**config.mk**
```make
export PLATFORM = sky130hd
export DESIGN_NAME = nsaf_div
export DESIGN_NICKNAME = d
export VERILOG_FILES = /design/src/rtl/core/nsaf_pkg.sv /design/src/rtl/core/nsaf_div.sv
export SDC_FILE = /design/constraint.sdc
export NUM_CORES = 1
export LEC_CHECK = 0
export BUFFER_PORTS_ARGS = -buffer_cell sky130_fd_sc_hd__buf_4
export CORE_ASPECT_RATIO = 0.7
export CORE_MARGIN = 2
export CORE_UTILIZATION = 50
export CTS_BUF_LIST = sky130_fd_sc_hd__clkbuf_2
export DETAILED_ROUTE_END_ITERATION = 6
export HOLD_SLACK_MARGIN = 0.08
export PLACE_DENSITY = 0.73
export RECOVER_POWER = 50
export SETUP_SLACK_MARGIN = 0.15
export SKIP_CTS_REPAIR_TIMING = 1
export SLEW_MARGIN = 5
export SYNTH_ARGS = -nofsm -noshare
export SYNTH_HDL_FRONTEND = slang
export SYNTH_SLANG_ARGS = --single-unit
export TNS_END_PERCENT = 10
```
**constraint.sdc**
```tcl
create_clock -name clock -period 4.25 [get_ports clock]
set_input_delay 0.2125 -clock clock [delete_from_list [all_inputs] [get_ports clock]]
set_output_delay 0.2125 -clock clock [all_outputs]
set_load 0.05 [all_outputs]
```
**src/rtl/core/nsaf_pkg.sv**
```systemverilog
// shared types and constants of the nearest segment attraction field block
package nsaf_pkg;

   localparam int MAX_SEGMENTS_DEF = 64;

   localparam logic [12:0] INPUT_WIDTH_RST   = 13'd512;
   localparam logic [12:0] INPUT_HEIGHT_RST  = 13'd512;
   localparam logic [12:0] OUTPUT_WIDTH_RST  = 13'd128;
   localparam logic [12:0] OUTPUT_HEIGHT_RST = 13'd128;
   localparam logic [6:0]  SEGMENT_COUNT_RST = 7'd0;

   localparam logic [33:0] LN2_Q32 = 34'd2977044472;
   localparam logic [63:0] EPS_Q32 = 64'd4295;

   typedef enum logic [2:0] {
      CSR_INPUT_WIDTH   = 3'd0,
      CSR_INPUT_HEIGHT  = 3'd1,
      CSR_OUTPUT_WIDTH  = 3'd2,
      CSR_OUTPUT_HEIGHT = 3'd3,
      CSR_SEGMENT_COUNT = 3'd4
   } csr_index_type;

   localparam logic CMD_LOAD  = 1'b0;
   localparam logic CMD_QUERY = 1'b1;

   typedef struct packed {
      logic        start;
      logic [6:0]  steps;
      logic [63:0] rem_init;
      logic [63:0] num;
      logic [63:0] den;
   } div_req_type;

   typedef struct packed {
      logic        busy;
      logic        done;
      logic [63:0] quo;
   } div_rsp_type;

endpackage

```
**src/rtl/core/nsaf_div.sv**
```systemverilog
// shift and subtract divider, one quotient bit per cycle
module nsaf_div
   import nsaf_pkg::*;
(
   input  logic        clock,
   input  logic        reset,
   input  div_req_type req,
   output div_rsp_type rsp
);

   logic [63:0] rem_ff, num_ff, den_ff, quo_ff;
   logic [6:0]  cnt_ff;
   logic        busy_ff, done_ff;
   logic [64:0] sh, diff;
   logic        ge;

   always_comb begin
      sh   = {rem_ff, num_ff[63]};
      ge   = sh >= {1'b0, den_ff};
      diff = sh - {1'b0, den_ff};
   end

   always_ff @(posedge clock) begin
      if (reset) begin
         busy_ff <= 1'b0;
         done_ff <= 1'b0;
         cnt_ff  <= '0;
      end else begin
         done_ff <= 1'b0;
         if (req.start) begin
            busy_ff <= 1'b1;
            cnt_ff  <= req.steps;
         end else if (busy_ff) begin
            cnt_ff <= cnt_ff - 7'd1;
            if (cnt_ff == 7'd1) begin
               busy_ff <= 1'b0;
               done_ff <= 1'b1;
            end
         end
      end
   end

   always_ff @(posedge clock) begin
      if (req.start) begin
         rem_ff <= req.rem_init;
         num_ff <= req.num;
         den_ff <= req.den;
         quo_ff <= '0;
      end else if (busy_ff) begin
         rem_ff <= ge ? diff[63:0] : sh[63:0];
         num_ff <= {num_ff[62:0], 1'b0};
         quo_ff <= {quo_ff[62:0], ge};
      end
   end

   assign rsp.busy = busy_ff;
   assign rsp.done = done_ff;
   assign rsp.quo  = quo_ff;

endmodule

```
* Word level (Yosys, flattened, before mapping)
Index checks and enable logic that the tools add are counted.
** Word-level totals
- Input bits :: 202
- Bits in registers :: 265
** Cells by class
- $add $sub $neg :: 2
- $lt $le $gt $ge :: 1
- Multiplexer cells :: 11
- Bitwise operators :: 1
- Reductions and logical operators :: 2
- Eq/ne operators :: 1
** Operator list (number)
- two-way mux 64 bit :: 5
- greater-or-equal comparator 65 x 64 -> 1 bit :: 1
- subtractor 64 bit :: 1
- two-way mux 7 bit :: 2
- == test 7 x 1 -> 1 bit (second input constant) :: 1
- subtractor 7 x 1 -> 7 bit (second input constant) :: 1
- two-way mux 1 bit :: 4
- OR reduction 3 bit :: 1
- nonzero test 2 bit :: 1
- NOT 1 bit :: 1

* Depth between registers and ports, before layout
- Word-level depth :: 4
- Depth in mapped cells :: 17
- Depth with buffers taken out :: 15

* Worst setup path before layout
Ideal clock, no wire load.
- Kind :: input to register
- Start :: input port req[199] (netlist name)
- End :: register num_ff[0] (enable)
- Setup time :: 481 ps
- Stages :: 5
- Required time :: 3769 ps
- Setup slack :: 96 ps
- Arrival :: 3674 ps
- Cells stage by stage :: clkbuf_1 -> clkbuf_1 -> buf_1 -> nor2_1 -> inv_1
** Between the ends
- Word-level cells in the longest chain between the ends :: 1
** RTL lines
- start: declaration :: RTL line nsaf_div.sv:7 : input div_req_type req,
- nonzero test 2 bit (no source line)
- end signal: assignment :: RTL line nsaf_div.sv:46 : num_ff <= req.num;
- end signal: assignment :: RTL line nsaf_div.sv:51 : num_ff <= {num_ff[62:0], 1'b0};
- end: declaration :: RTL line nsaf_div.sv:11 : logic [63:0] rem_ff, num_ff, den_ff, quo_ff;
No other way between the ends.
A chain may end at the register's enable or synchronous reset.

* Worst setup path after layout
- Start :: register rem_ff[3]
- End :: register rem_ff[27], data pin
** Between the ends
- Word-level cells in the longest chain between the ends :: 4
** RTL lines
- start: declaration :: RTL line nsaf_div.sv:11
- start signal: assignment :: RTL line nsaf_div.sv:45 : rem_ff <= req.rem_init;
- start signal: assignment :: RTL line nsaf_div.sv:50 : rem_ff <= ge ? diff[63:0] : sh[63:0];
- subtractor 64 bit or greater-or-equal comparator 65 x 64 -> 1 bit (tied branches) :: RTL line nsaf_div.sv:20, nsaf_div.sv:19
- two-way mux 64 bit * :: RTL line nsaf_div.sv:50
- two-way mux 64 bit * :: RTL line nsaf_div.sv:49 : end else if (busy_ff) begin
- two-way mux 64 bit * :: RTL line nsaf_div.sv:44 : if (req.start) begin
Mark *: on every way between the ends. The rest lies on a longest branch, timed or not. The select of a mux whose other input is x is not followed.

==> results by group <==
Run status
  • Status: complete, but fails checks
  • Violated checks: max-capacitance violations, max-slew violations

Clocking
  • Clock sink total: 265
  • Clock-pin slew on the worst setup and hold paths: 0.12 ns
  • TritonCTS clock tree: built
  • CTS H-tree depth: 3
  • CTS buffer count: just under 70
  • Root buf cell: clkbuf_2
  • Bufs on Longest Clock Path: 3
  • Clk_lat worst skew: slightly above 1 ns

Synth
  • Ys Warns: 0
  • Synth top area cells: edfxtp_1 40%, dfxtp_1 10%, mux2_2 6.8%, ha_1 5.7%, mux2i_1 4.5%
  • Unique masters post-synth: 67
  • Post-synth top flop: edfxtp_1
  • Syn nets: 1636
  • Async set-reset flop share out of synthesis: 0%
  • #FFs+latches synth: 265
  • Synth top area share: 39.70%
  • EDFF count, synth: 192
  • Synthesized area: approximately 15000 µm²
  • Seq/Total Area, Yosys: 49.77%
  • Cells after synthesis: 1367
  • Post-Syn Area per Cell: 10.62 µm²
  • Synth area leader: edfxtp_1

Layout
  • Commonest non-fill, non-tap cell in the layout: dlygate4sd3_1
  • Most frequent cells in the layout: 328 x dlygate4sd3_1, 192 x edfxtp_1, 165 x buf_4
  • Area growth from synthesis to layout: 41.55%
  • Final #Nets: 2237
  • Fin cells: 2392
  • Fill cell count: 2005
  • Share of layout cells above drive strength 1: 22.40%

Pwr
  • Net Sw Power: between 3 and 4 mW
  • Lkg Pwr: between 8 and 9 nW
  • Logic pwr share: 42.0%
  • Sequential share of power: 37.0%
  • PwrDens: 447.9 nW/µm²
  • Worst vdd ir: slightly above 300 µV
  • Sw frac: 37.85%
  • Clk pwr share: between 20% and 30%
  • Total internal power: 5.722 mW

Worst setup path
  • Kind of critical path: flop to flop
  • Critical path launch point: rem_ff[3]$_DFFE_PP_
  • Cell breakdown of the critical path: ha_1, a21o_1, a31oi_1, a2111oi_2, a211oi_2, o31ai_4, a31o_4, a21boi_2, o31a_2, buf_12, nor2_1, a211oi_1, a21oi_1
  • Max incr delay on CP: about 0.46 ns
  • Crit path arrival time: 4.62 ns
  • Critical R2R Launch: rem_ff[3]$_DFFE_PP_
  • Startpoint Class: flop
  • CP endpoint kind: flop
  • Crit-path max FO: 54
  • Slowest CP cell: a211oi_2
  • Req. time, crit path: 4.86 ns

Drt
  • Vias post-DR: 13000
  • Initial DRC count: 932
  • Final WL: 44720 µm
  • Avg WL per Cell: between 15 and 20 µm
  • Mean number of vias per cell: 5.436
  • Final ANT Viol Nets: 0
  • 1st-pass router iterations: 5
  • DRC viols: 0

Place
  • I/O Buffers: approximately 270
  • Hpwl dp: 26500 µm
  • GP Congestion: ~0.91
  • Placed Instances: 1948

Job
  • Maxcap violations: 1

STA
  • Final setup skew: approximately 0.11 ns
  • TNS Setup: 0 ns
  • Worst Tran Pin Value: between 1.5 and 2 ns
  • Final Cycle Share: 94.21%
  • Max frequency: 249.7 MHz
  • Max Slew Vio Count: 30
  • Max_slew headroom: -0.7870%
  • RSZ-0062 raised after global routing: yes
  • Final setup fails: 0
  • Minimum clock period: 4.004 ns
  • Hold Vio Cnt, Final: 0

GRT
  • First-pass GRT wire length: 59030 µm
  • GRT Total Usage: 24.31%
  • Overflow after GRT: 0
  • Largest net degree at the start of global routing: 170
  • Initial antenna violation count: 5
  • Vias in the first global route: between 10000 and 15000

Floorplanning
  • Core Area: about 29000 µm²
  • Die area: slightly above 30000 µm²
  • Initial Util: 50.50%
  • Die Span Y: 146.6 µm
  • FP Rows: 52
  • I/O Pins: 268
  • Die Span X: a little over 200 µm

Min path
  • Worst Min Path Start: reset
  • HP Class: input port to flop
state kept, by name (all words and copies together) (netlist names):
register,cells
num_ff,64
busy_ff,1
cnt_ff,7
rem_ff,64
done_ff,1
den_ff,64
quo_ff,64
layer usage:
metal	part of all wire (%)	track usage, %	vias to the layer above
met5	0.025	0	-
met4	2.5	7.234	2
met3	8.3	9.701	89
met2	46	34.40	577
met1	43	34.25	6167
li1	-	-	6168
cell families (layout without fill, tap and decap cells):
logic type	after synthesis	after routing	synth area share (%)
buffers and inverters	169	811	4.696
other	0	5	0
adders and majority gates	67	67	5.825
and+or+nand+nor	321	321	9.823
muxes	153	153	11.30
AOI/OAI and AO/OA	326	326	14.60
xor gates and xnor gates	66	66	3.981
DFF	265	265	49.77
Yosys cell counts, types with 23 or more instances:
cell	count
xor2_1	23
a21oi_1	103
dfxtp_1	73
a21o_1	33
mux2i_1	65
xnor2_1	43
mux2_2	88
edfxtp_1	192
clkbuf_1	45
o21ai_0	67
ha_1	66
nor2_1	134
nand2_1	102
inv_1	93
stage by stage:
step / hold slack (ns) / power, mW / setup slack, ns / util [%] / area [µm²]
final: 0.08189 / 9.206 / 0.2459 / 71.48 / 20550
after detailed placement: 0.3918 / 6.927 / 0.3763 / 58.45 / 16810
after CTS: -0.6654 / 8.815 / 0.2910 / 60.62 / 17430
after global placement: 0.3914 / 6.870 / 0.4980 / 58.45 / 16810
after global routing: -0.006346 / 9.763 / 0.09210 / 71.47 / 20550
after floorplan: 0.3114 / 6.047 / 0.8290 / - / 14530
cell type report:
class                      instances  area (µm²)  share of cell area, %
sequential                       265        7227                  35.16
multi-input combinational        933        6620                  32.21
timing repair buffer             607        5250                  25.54
clock buffer                      96       480.5                  2.337
tap                              378       473.0                  2.301
inverter                          93       350.3                  1.704
clock inverter                    15       141.4                 0.6879
antenna                            5       12.51                0.06087
path summary, 6_finish.rpt:
check	cells after the start	slack, ns	endpoint
setup reg to reg	13	0.25	rem_ff[27]$_DFFE_PP_
hold / removal	3	0.08	done_ff$_SDFF_PP0_
setup / recovery	13	0.25	rem_ff[27]$_DFFE_PP_
hold reg to reg	2	0.52	quo_ff[53]$_SDFFE_PP0P_
power groups by stage:
| stage | registers (mW) | logic (mW) | clock network, mW |
|---|---|---|---|
| 2_1_floorplan | 3.38 | 2.66 | 0 |
| 3_5_place_dp | 3.44 | 3.49 | 0 |
| 6_report | 3.41 | 3.87 | 1.93 |
| 4_1_cts | 3.39 | 3.51 | 1.92 |
| 5_1_grt | 3.44 | 4.23 | 2.10 |
| 3_3_place_gp | 3.43 | 3.44 | 0 |
critical path: cells and delay by family, from the launching register on:
family	cells	cell delay, ns
AOI/OAI and AO/OA	10	2.41
DFF	1	0.41
adders and majority gates	1	0.40
buffers and inverters	1	0.28
and+or+nand+nor	1	0.08
Power figures use the tool's default switching activity.
